### src/rtl/gas_pkg.sv
package gas_pkg;

	localparam int unsigned SampleWidth = 10;
	localparam int unsigned ChanWidth = 3;
	localparam int unsigned PwmWidth = 8;
	localparam int unsigned DeadZoneWidth = 9;
	localparam int unsigned ChanCountWidth = 4;
	localparam int unsigned CountWidth = 7;
	localparam int unsigned CfgIndexWidth = 3;
	localparam int unsigned CfgDataWidth = 10;

	localparam logic [CountWidth-1:0] OC_LIMIT = 7'd70;
	localparam logic [CountWidth-1:0] OC_LOW = 7'd20;
	localparam logic [SampleWidth-1:0] OC_HARD_CURRENT = 10'd150;
	localparam logic [ChanCountWidth-1:0] CH_LAST = 4'd7;
	localparam logic [ChanCountWidth-1:0] CH_NONE = 4'd8;

	localparam logic [SampleWidth-1:0] RST_FORCE_THRESHOLD = 10'd100;
	localparam logic [SampleWidth-1:0] RST_NEUTRAL_MIDDLE = 10'd512;
	localparam logic [DeadZoneWidth-1:0] RST_NEUTRAL_DEAD_ZONE = 9'd20;
	localparam logic [SampleWidth-1:0] RST_POSITION_MAX = 10'd900;
	localparam logic [SampleWidth-1:0] RST_POSITION_MIN = 10'd100;
	localparam logic [PwmWidth-1:0] RST_DRIVE_PWM = 8'd140;
	localparam logic [ChanCountWidth-1:0] RST_ADC_CHANNEL_COUNT = 4'd2;

	typedef enum logic [1:0] {
		KIND_SAMPLE = 2'd0,
		KIND_TICK   = 2'd1,
		KIND_SHIFT  = 2'd2
	} kind_t;

	typedef enum logic [1:0] {
		REQ_NONE = 2'd0,
		REQ_UP   = 2'd1,
		REQ_DOWN = 2'd2
	} shift_req_t;

	typedef enum logic [1:0] {
		CMD_NO_CHANGE = 2'd0,
		CMD_STOP      = 2'd1,
		CMD_CW        = 2'd2,
		CMD_CCW       = 2'd3
	} motor_cmd_t;

	typedef enum logic [1:0] {
		BRIDGE_NO_CHANGE = 2'd0,
		BRIDGE_DISABLE   = 2'd1,
		BRIDGE_ENABLE    = 2'd2
	} bridge_t;

	typedef enum logic [1:0] {
		CUT_NONE   = 2'd0,
		CUT_SIDE_A = 2'd1,
		CUT_SIDE_B = 2'd2
	} side_cut_t;

	typedef enum logic [CfgIndexWidth-1:0] {
		REG_FORCE_THRESHOLD   = 3'd0,
		REG_NEUTRAL_MIDDLE    = 3'd1,
		REG_NEUTRAL_DEAD_ZONE = 3'd2,
		REG_POSITION_MAX      = 3'd3,
		REG_POSITION_MIN      = 3'd4,
		REG_DRIVE_PWM         = 3'd5,
		REG_ADC_CHANNEL_COUNT = 3'd6
	} reg_index_t;

	localparam logic [ChanWidth-1:0] CH_POSITION = 3'd0;
	localparam logic [ChanWidth-1:0] CH_CURRENT = 3'd1;

endpackage

### src/rtl/gas_in_if.sv
interface gas_in_if;
	import gas_pkg::*;

	logic                   valid;
	logic                   ready;
	logic [1:0]             kind;
	logic [ChanWidth-1:0]   sample_channel;
	logic [SampleWidth-1:0] sample_value;
	logic [1:0]             shift_request;

	modport source (output valid, kind, sample_channel, sample_value, shift_request,
		input ready);
	modport sink (input valid, kind, sample_channel, sample_value, shift_request,
		output ready);
endinterface

### src/rtl/gas_out_if.sv
interface gas_out_if;
	import gas_pkg::*;

	logic                      valid;
	logic                      ready;
	logic [1:0]                motor_command;
	logic [PwmWidth-1:0]       motor_pwm;
	logic [SampleWidth-1:0]    motor_position;
	logic [1:0]                bridge_enable;
	logic [1:0]                side_cut;
	logic [ChanCountWidth-1:0] adc_start_channel;

	modport source (output valid, motor_command, motor_pwm, motor_position,
		bridge_enable, side_cut, adc_start_channel, input ready);
	modport sink (input valid, motor_command, motor_pwm, motor_position,
		bridge_enable, side_cut, adc_start_channel, output ready);
endinterface

### src/rtl/gear_actuator_supervisor_top.sv
// channel  dir  handshake      payload
// item     in   valid/ready    kind, sample_channel, sample_value, shift_request
// result   out  valid/ready    motor_command, motor_pwm, motor_position,
//                              bridge_enable, side_cut, adc_start_channel
// cfg      in   cfg_we         cfg_index, cfg_data
//
// one word per cycle while result is not stalled: input register, one level of
// compare/count logic, result register. a tick or shift word passes through the input
// register and then the result register before it shows up on result.
// samples update state only; samples and unknown kinds give no result word.
// reset clears the block state and valid flags and loads the register defaults; no clearing pass.
// a stalled result holds the result register; the input register still drains
// words that give no result and fills while the result waits.
module gear_actuator_supervisor_top (
	input  logic                                clk,
	input  logic                                arst_n,
	gas_in_if.sink                              item,
	gas_out_if.source                           result,
	input  logic                                cfg_we,
	input  logic [gas_pkg::CfgIndexWidth-1:0]   cfg_index,
	input  logic [gas_pkg::CfgDataWidth-1:0]    cfg_data
);
	import gas_pkg::*;

	// configuration
	logic [SampleWidth-1:0]    force_threshold_q;
	logic [SampleWidth-1:0]    neutral_middle_q;
	logic [DeadZoneWidth-1:0]  neutral_dead_zone_q;
	logic [SampleWidth-1:0]    position_max_q;
	logic [SampleWidth-1:0]    position_min_q;
	logic [PwmWidth-1:0]       drive_pwm_q;
	logic [ChanCountWidth-1:0] adc_channel_count_q;

	// block state
	logic [SampleWidth-1:0] position_q, position_n;
	logic [SampleWidth-1:0] current_q, current_n;
	logic [CountWidth-1:0]  oc_count_q, oc_count_n;
	logic                   ret_max_q, ret_max_n;
	logic                   ret_min_q, ret_min_n;
	logic [ChanWidth-1:0]   next_chan_q, next_chan_n;

	// input register
	logic                   valid_s1;
	logic [1:0]             kind_s1;
	logic [ChanWidth-1:0]   chan_s1;
	logic [SampleWidth-1:0] value_s1;
	logic [1:0]             req_s1;

	// result register
	logic                      res_valid_q;
	logic [1:0]                cmd_q;
	logic [PwmWidth-1:0]       pwm_q;
	logic [SampleWidth-1:0]    mpos_q;
	logic [1:0]                bridge_q;
	logic [1:0]                cut_q;
	logic [ChanCountWidth-1:0] start_q;

	logic [1:0]                cmd_c;
	logic [PwmWidth-1:0]       pwm_c;
	logic [SampleWidth-1:0]    mpos_c;
	logic [1:0]                bridge_c;
	logic [1:0]                cut_c;
	logic [ChanCountWidth-1:0] start_c;

	logic has_result;
	logic advance;
	logic drive;
	logic idle;
	logic [SampleWidth:0]     upper;
	logic signed [SampleWidth+1:0] lower;
	logic                     pos_gt_upper;
	logic                     pos_lt_lower;
	logic [ChanCountWidth-1:0] chan_inc;

	assign has_result = (kind_s1 == KIND_TICK) || (kind_s1 == KIND_SHIFT);
	assign advance = valid_s1 && (!has_result || !res_valid_q || result.ready);
	assign item.ready = !valid_s1 || advance;

	assign upper = {1'b0, neutral_middle_q} + {2'b00, neutral_dead_zone_q};
	assign lower = $signed({2'b00, neutral_middle_q}) - $signed({3'b000, neutral_dead_zone_q});
	assign pos_gt_upper = {1'b0, position_q} > upper;
	assign pos_lt_lower = $signed({2'b00, position_q}) < lower;
	assign chan_inc = {1'b0, next_chan_q} + 4'd1;
	assign idle = !ret_max_q && !ret_min_q;

	always_comb begin
		position_n = position_q;
		current_n = current_q;
		oc_count_n = oc_count_q;
		ret_max_n = ret_max_q;
		ret_min_n = ret_min_q;
		next_chan_n = next_chan_q;
		cmd_c = CMD_NO_CHANGE;
		bridge_c = BRIDGE_NO_CHANGE;
		cut_c = CUT_NONE;
		start_c = CH_NONE;
		drive = 1'b0;
		unique case (kind_s1)
			KIND_SAMPLE: begin
				if (chan_s1 == CH_POSITION) begin
					position_n = value_s1;
				end else if (chan_s1 == CH_CURRENT) begin
					current_n = value_s1;
				end
			end
			KIND_TICK: begin
				start_c = {1'b0, next_chan_q};
				if (chan_inc >= adc_channel_count_q || chan_inc > CH_LAST) begin
					next_chan_n = '0;
				end else begin
					next_chan_n = chan_inc[ChanWidth-1:0];
				end

				// above threshold counts up; the hard-current branch lands one below the limit
				if (current_q > force_threshold_q) begin
					oc_count_n = (oc_count_q >= OC_LIMIT) ? OC_LIMIT : oc_count_q + 7'd1;
				end else if (current_q > OC_HARD_CURRENT) begin
					oc_count_n = OC_LIMIT - 7'd1;
				end else if (oc_count_q != '0) begin
					oc_count_n = oc_count_q - 7'd1;
				end
				if (oc_count_n < OC_LOW) begin
					bridge_c = BRIDGE_ENABLE;
				end else if (oc_count_n >= OC_LIMIT) begin
					bridge_c = BRIDGE_DISABLE;
				end

				if (ret_max_q) begin
					if (pos_gt_upper) begin
						cmd_c = CMD_CCW;
						drive = 1'b1;
					end else begin
						cmd_c = CMD_STOP;
						ret_max_n = 1'b0;
						ret_min_n = 1'b0;
					end
				end
				if (ret_min_n) begin
					if (pos_lt_lower) begin
						cmd_c = CMD_CW;
						drive = 1'b1;
					end else begin
						cmd_c = CMD_STOP;
						drive = 1'b0;
						ret_max_n = 1'b0;
						ret_min_n = 1'b0;
					end
				end

				// limit check sees the flags after a finished return
				if (!ret_max_n && !ret_min_n) begin
					if (position_q > position_max_q) begin
						cut_c = CUT_SIDE_A;
						ret_max_n = 1'b1;
					end else if (position_q < position_min_q) begin
						cut_c = CUT_SIDE_B;
						ret_min_n = 1'b1;
					end
				end
			end
			KIND_SHIFT: begin
				if (idle && req_s1 == REQ_UP) begin
					cmd_c = CMD_CW;
					drive = 1'b1;
				end else if (idle && req_s1 == REQ_DOWN) begin
					cmd_c = CMD_CCW;
					drive = 1'b1;
				end
			end
			default: begin
			end
		endcase
		pwm_c = drive ? drive_pwm_q : '0;
		mpos_c = drive ? position_q : '0;
	end

	always_ff @(posedge clk or negedge arst_n) begin
		if (!arst_n) begin
			force_threshold_q <= RST_FORCE_THRESHOLD;
			neutral_middle_q <= RST_NEUTRAL_MIDDLE;
			neutral_dead_zone_q <= RST_NEUTRAL_DEAD_ZONE;
			position_max_q <= RST_POSITION_MAX;
			position_min_q <= RST_POSITION_MIN;
			drive_pwm_q <= RST_DRIVE_PWM;
			adc_channel_count_q <= RST_ADC_CHANNEL_COUNT;
		end else if (cfg_we) begin
			unique case (cfg_index)
				REG_FORCE_THRESHOLD:   force_threshold_q <= cfg_data;
				REG_NEUTRAL_MIDDLE:    neutral_middle_q <= cfg_data;
				REG_NEUTRAL_DEAD_ZONE: neutral_dead_zone_q <= cfg_data[DeadZoneWidth-1:0];
				REG_POSITION_MAX:      position_max_q <= cfg_data;
				REG_POSITION_MIN:      position_min_q <= cfg_data;
				REG_DRIVE_PWM:         drive_pwm_q <= cfg_data[PwmWidth-1:0];
				REG_ADC_CHANNEL_COUNT: adc_channel_count_q <= cfg_data[ChanCountWidth-1:0];
				default: begin
				end
			endcase
		end
	end

	always_ff @(posedge clk or negedge arst_n) begin
		if (!arst_n) begin
			position_q <= '0;
			current_q <= '0;
			oc_count_q <= '0;
			ret_max_q <= 1'b0;
			ret_min_q <= 1'b0;
			next_chan_q <= '0;
		end else if (advance) begin
			position_q <= position_n;
			current_q <= current_n;
			oc_count_q <= oc_count_n;
			ret_max_q <= ret_max_n;
			ret_min_q <= ret_min_n;
			next_chan_q <= next_chan_n;
		end
	end

	always_ff @(posedge clk or negedge arst_n) begin
		if (!arst_n) begin
			valid_s1 <= 1'b0;
		end else if (item.ready) begin
			valid_s1 <= item.valid;
		end
	end

	always_ff @(posedge clk) begin
		if (item.valid && item.ready) begin
			kind_s1 <= item.kind;
			chan_s1 <= item.sample_channel;
			value_s1 <= item.sample_value;
			req_s1 <= item.shift_request;
		end
	end

	always_ff @(posedge clk or negedge arst_n) begin
		if (!arst_n) begin
			res_valid_q <= 1'b0;
		end else if (advance && has_result) begin
			res_valid_q <= 1'b1;
		end else if (result.ready) begin
			res_valid_q <= 1'b0;
		end
	end

	always_ff @(posedge clk) begin
		if (advance && has_result) begin
			cmd_q <= cmd_c;
			pwm_q <= pwm_c;
			mpos_q <= mpos_c;
			bridge_q <= bridge_c;
			cut_q <= cut_c;
			start_q <= start_c;
		end
	end

	assign result.valid = res_valid_q;
	assign result.motor_command = cmd_q;
	assign result.motor_pwm = pwm_q;
	assign result.motor_position = mpos_q;
	assign result.bridge_enable = bridge_q;
	assign result.side_cut = cut_q;
	assign result.adc_start_channel = start_q;

endmodule
### src/flat_wrapper.sv
// flat-port wrapper written by rule: the top's interface ports become plain ports
module gear_actuator_supervisor_top_flat import gas_pkg::*;
  (clk, arst_n, cfg_we, cfg_index, cfg_data, item_valid, item_kind, item_sample_channel, item_sample_value, item_shift_request, item_ready, result_valid, result_motor_command, result_motor_pwm, result_motor_position, result_bridge_enable, result_side_cut, result_adc_start_channel, result_ready);
  gas_in_if item_i ();
  gas_out_if result_i ();
  input  logic clk;
  input  logic arst_n;
  input  logic cfg_we;
  input  logic [gas_pkg::CfgIndexWidth-1:0] cfg_index;
  input  logic [gas_pkg::CfgDataWidth-1:0] cfg_data;
  input wire logic [$bits(item_i.valid)-1:0] item_valid;
  input wire logic [$bits(item_i.kind)-1:0] item_kind;
  input wire logic [$bits(item_i.sample_channel)-1:0] item_sample_channel;
  input wire logic [$bits(item_i.sample_value)-1:0] item_sample_value;
  input wire logic [$bits(item_i.shift_request)-1:0] item_shift_request;
  output wire logic [$bits(item_i.ready)-1:0] item_ready;
  output wire logic [$bits(result_i.valid)-1:0] result_valid;
  output wire logic [$bits(result_i.motor_command)-1:0] result_motor_command;
  output wire logic [$bits(result_i.motor_pwm)-1:0] result_motor_pwm;
  output wire logic [$bits(result_i.motor_position)-1:0] result_motor_position;
  output wire logic [$bits(result_i.bridge_enable)-1:0] result_bridge_enable;
  output wire logic [$bits(result_i.side_cut)-1:0] result_side_cut;
  output wire logic [$bits(result_i.adc_start_channel)-1:0] result_adc_start_channel;
  input wire logic [$bits(result_i.ready)-1:0] result_ready;
  assign item_i.valid = item_valid;
  assign item_i.kind = item_kind;
  assign item_i.sample_channel = item_sample_channel;
  assign item_i.sample_value = item_sample_value;
  assign item_i.shift_request = item_shift_request;
  assign item_ready = item_i.ready;
  assign result_valid = result_i.valid;
  assign result_motor_command = result_i.motor_command;
  assign result_motor_pwm = result_i.motor_pwm;
  assign result_motor_position = result_i.motor_position;
  assign result_bridge_enable = result_i.bridge_enable;
  assign result_side_cut = result_i.side_cut;
  assign result_adc_start_channel = result_i.adc_start_channel;
  assign result_i.ready = result_ready;
  gear_actuator_supervisor_top u_core (.clk(clk), .arst_n(arst_n), .item(item_i), .result(result_i), .cfg_we(cfg_we), .cfg_index(cfg_index), .cfg_data(cfg_data));
endmodule
### config.mk
export PLATFORM = sky130hd
export DESIGN_NAME = gear_actuator_supervisor_top_flat
export DESIGN_NICKNAME = d
export VERILOG_FILES = /design/src/rtl/gas_pkg.sv /design/src/rtl/gas_in_if.sv /design/src/rtl/gas_out_if.sv /design/src/rtl/gear_actuator_supervisor_top.sv /design/src/flat_wrapper.sv
export SDC_FILE = /design/constraint.sdc
export NUM_CORES = 1
export LEC_CHECK = 0
export BUFFER_PORTS_ARGS = -buffer_cell sky130_fd_sc_hd__buf_2
export CORE_AREA = 2 2 146 162
export DETAILED_ROUTE_END_ITERATION = 12
export DIE_AREA = 0 0 148 164
export PLACE_DENSITY_LB_ADDON = 0.12
export SYNTH_ARGS = -nofsm -noshare
export SYNTH_HDL_FRONTEND = slang
export SYNTH_SLANG_ARGS = --single-unit
### constraint.sdc
create_clock -name clk -period 3.8 [get_ports clk]
set_clock_uncertainty 0.2 [all_clocks]
set_input_delay 0.38 -clock clk [delete_from_list [all_inputs] [get_ports clk]]
set_output_delay 0.38 -clock clk [all_outputs]
set_load 0.02 [all_outputs]
==> results.md <==
- CP bufs+invs: 4
- Largest net degree at the start of global routing: 64
- Drt first-iter violations: 326
- Total iterations of the first detailed-routing run: 6
- RSZ-0062 raised after global routing: true
- IO Port Bufs: 64
- Top delay family on crit path: compound AO/OA/AOI/OAI gates
- Top cell by count, worst path: a21o_1
- Synth Area in Compound Gates: 0.1351
- #FFs+latches synth: 140
- Fraction of synthesized area in multiplexers: 0.08303
- GRT Util Overall: 0.1731
- TritonCTS clock tree: yes
- Area Growth Syn to Fin: 23.97%
- Req. time, crit path: 3.89 ns
- Slowest-stage cell, CP: dfrtp_1
- CTS H-tree lvls: 4
- First-pass GRT wire length: 32.08 mm
- Leak pwr: 0.004444 uW
- Fmax: 0.2443 GHz
- Vias in the first global route: 5883
- Commonest non-fill, non-tap cell in the layout: dfrtp_1
- DP HPWL: 14.93 mm
- Seq/Total Area, Yosys: 0.4785
- Initial Util: 0.3461
- Final setup fails: 24
- Worst setup SP type: flip-flop
- Area after detailed placement: 0.008726 sq mm
- Slowest stage delay, CP: 0.44 ns
- Hold Vio Cnt, Final: 0
- WS Path Type: flip-flop to flip-flop
- Share of post-route cells with drive strength above 1: 0.2852
- Max-slew violations: 0
- Mapped Nets: 828
- Hold Crit Class: input port to flip-flop
- Post-synthesis xor/xnor area fraction: 0.01677
- Core ar.: 0.02264 sq mm
- CP max FO: 10
- Synthesized area: 0.007836 sq mm
- Die Wd: 148 um
- Maximum VDD drop: 0.0003149 V
- Routed wire length: 20.22 mm
- Die area: 0.02427 sq mm
- Number of flops mapped to enable cells by yosys: 45
- DR DRC count: 0
- Largest family of logic cells by synthesized area: compound AO/OA/AOI/OAI gates
- Post-DR vias/cell: 4.993
- PwrDens: 675.4 mW/mm^2
- Status: finished with violations
- Fin Hold WS: 0.06217 ns
- Crit path capture type: flip-flop
- Period utilization: 1.077
- Placed instance count: 1088
- Die height: 164 um
- Antenna Nets Post-Route: 0
- Slew @ Worst Pin: 0.9411 ns
- Mapped Avg Cell Area: 10.99 sq um
- Critical Path AT: 4.19 ns
- Min Tclk post-route: 4.094 ns
- Failing checks: negative setup slack
- Adder-cell share of the synthesized area: 0.1297
- Initial antenna violation count: 0
- Normalized max-slew margin: 0.3726
- Yosys cell types: 67
- MaxCap Viol Count: 0
- Fin worst setup slack: -0.2939 ns
- Most frequent cells in the layout: dfrtp_1 (78), ha_1 (75), inv_1 (68), buf_2 (64), nand2_1 (57)
- WL/cell: 17.66 um
- Reg clk slew, reported paths: 0.06 ns
- Layout net count: 947
- Asr flop ratio synth: 0.6786
- Root Buffer: clkbuf_16
- Skew-Pair Late Insertion Delay: 0.42 ns
- Diode count: 0
- Post-Synth Simple-Gate Area: 0.1121
- Cell count after synthesis: 713
- CTS buffer count: 17
- Vias: 5717
- Grt ovf: 0
- Io pins: 65
- Clock Sinks: 140
- GPL Wtd Cong: 0.8132
- Synthesis warning total: 0
- Clock buffer depth: 2
- Synth Flop Type: dfrtp_1
- FP Rows: 58
- Finished Layout Cells: 1145
- Worst-path cell chain: buf_6, ha_4, inv_2, fa_2, a21o_1, a21oi_2, o21ai_1, a21oi_1, xnor2_1, ha_1, a21o_1, a21o_1, a21o_1, a2111oi_4, buf_4, a31oi_1, and3b_2, buf_6, and2_1
- Design Area, Final: 0.009714 sq mm
area by class of cell:
cell class	instances	area [sq um]
Clock buffer	22	508.0
Clock inverter	10	123.9
Fill cell	2181	12930
Inverter	70	262.8
Multi-Input combinational cell	483	3884
Sequential cell	140	3750
Tap cell	300	375.4
Timing Repair Buffer	120	810.8
metal layers:
layer | vias up | part of all wire | global-route usage | wire (um)
met3 | 19 | 0.026 | 0.03000 | 526
met2 | 90 | 0.51 | 0.3039 | 10220
li1 | 2773 | - | - | -
met5 | - | 0 | 0 | 0
met1 | 2835 | 0.46 | 0.2200 | 9215
met4 | 0 | 0.013 | 0.04805 | 256
timing repair:
item / CTS / global route
endpoints found under the setup margin: 24 / 24
hold buffers: 19 / 0
endpoints found under the hold margin: 67 / 0
pin swaps: 6 / 16
cloned: 0 / 1
buffers inserted: 2 / 3
gates resized for setup: 16 / 17
final timing paths:
kind / startpoint / endpoint / slack (ns) / cells past startpoint
max: u_core.neutral_dead_zone_q[0]$_DFFE_PN0P_ / u_core.result.motor_position[0]$_SDFFCE_PN0P_ / -0.29 / 19
min: cfg_data[9] / u_core.neutral_middle_q[9]$_DFFE_PN1P_ / 0.06 / 3
max reg2reg: u_core.neutral_dead_zone_q[0]$_DFFE_PN0P_ / u_core.result.motor_position[0]$_SDFFCE_PN0P_ / -0.29 / 19
min reg2reg: u_core.drive_pwm_q[0]$_DFFE_PN0P_ / u_core.drive_pwm_q[0]$_DFFE_PN0P_ / 0.30 / 1
max in group asynchronous: arst_n / u_core.neutral_middle_q[9]$_DFFE_PN1P_ / 2.15 / 3
min in group asynchronous: arst_n / u_core.oc_count_q[4]$_DFFE_PN0P_ / 0.40 / 2
Yosys cell counts (all sizes together) (3+ instances only):
cell	instances	area, sq um
or2	3	18.77
a211o	3	26.28
inv	70	262.8
nand2b	11	68.82
dfstp	17	446.7
o21a	4	30.03
xor2	4	35.03
a21o	20	150.1
o211a	3	30.03
nand3	8	40.04
nor2	22	82.58
edfxtp	45	1351
buf	4	28.78
nor2b	7	43.79
and3	5	31.28
dfrtp	78	1952
a2111oi	3	51.30
nor3	10	50.05
o21ai	50	250.2
and2	26	162.7
and4	3	26.28
o221ai	5	50.04
o31ai	4	30.03
clkbuf	16	60.06
a21oi	32	163.9
a22o	3	26.28
xnor2	11	96.34
ha	78	975.9
a211oi	9	67.56
nand4	7	43.79
mux2	56	630.6
nand2	58	217.7
nand4b	3	26.28
report_power, final:
group	switching, uW	total, uW	internal (uW)
registers	299	2190	1890
clock network	691	1790	1100
logic	1340	2590	1240
total	2330	6560	4230
metrics by stage:
| stage | setup TNS, ns | total power [uW] | utilization | worst slack [ns] |
|---|---|---|---|---|
| after global routing | -11.17 | 7027 | 0.4290 | -0.5110 |
| final | -6.321 | 6561 | 0.4290 | -0.2939 |
| after detailed placement | -6.517 | 4620 | 0.3854 | -0.3211 |
| after global placement | -4.049 | 4583 | 0.3854 | -0.2061 |
| after CTS | -5.004 | 6532 | 0.4252 | -0.2542 |
| after floorplan | -0.04149 | 3834 | - | -0.004619 |
tightest hold or removal path: cells and delay by family:
kind	cells	cell delay, ns
buf+inv	1	0.15
compound gates	1	0.08
simple gates	1	0.06
kinds of logic (layout without fill, tap and decap cells):
group                      after synthesis  in the layout
adders and majority gates               80             80
buffers and inverters                   90            222
and+or+nand+nor                        172            172
muxes                                   58             58
DFF                                    140            140
AOI/OAI and AO/OA                      158            158
xor gates and xnor gates                15             15
state kept, by name, indices dropped and copies added, names as in the netlist, 9 cells and up:
register,cells
u_core.current_q,10
u_core.force_threshold_q,10
u_core.neutral_middle_q,10
u_core.position_max_q,10
u_core.position_min_q,10
u_core.position_q,10
u_core.result.motor_position,10
u_core.value_s1,10
u_core.neutral_dead_zone_q,9
Power figures use the tool's default switching activity.
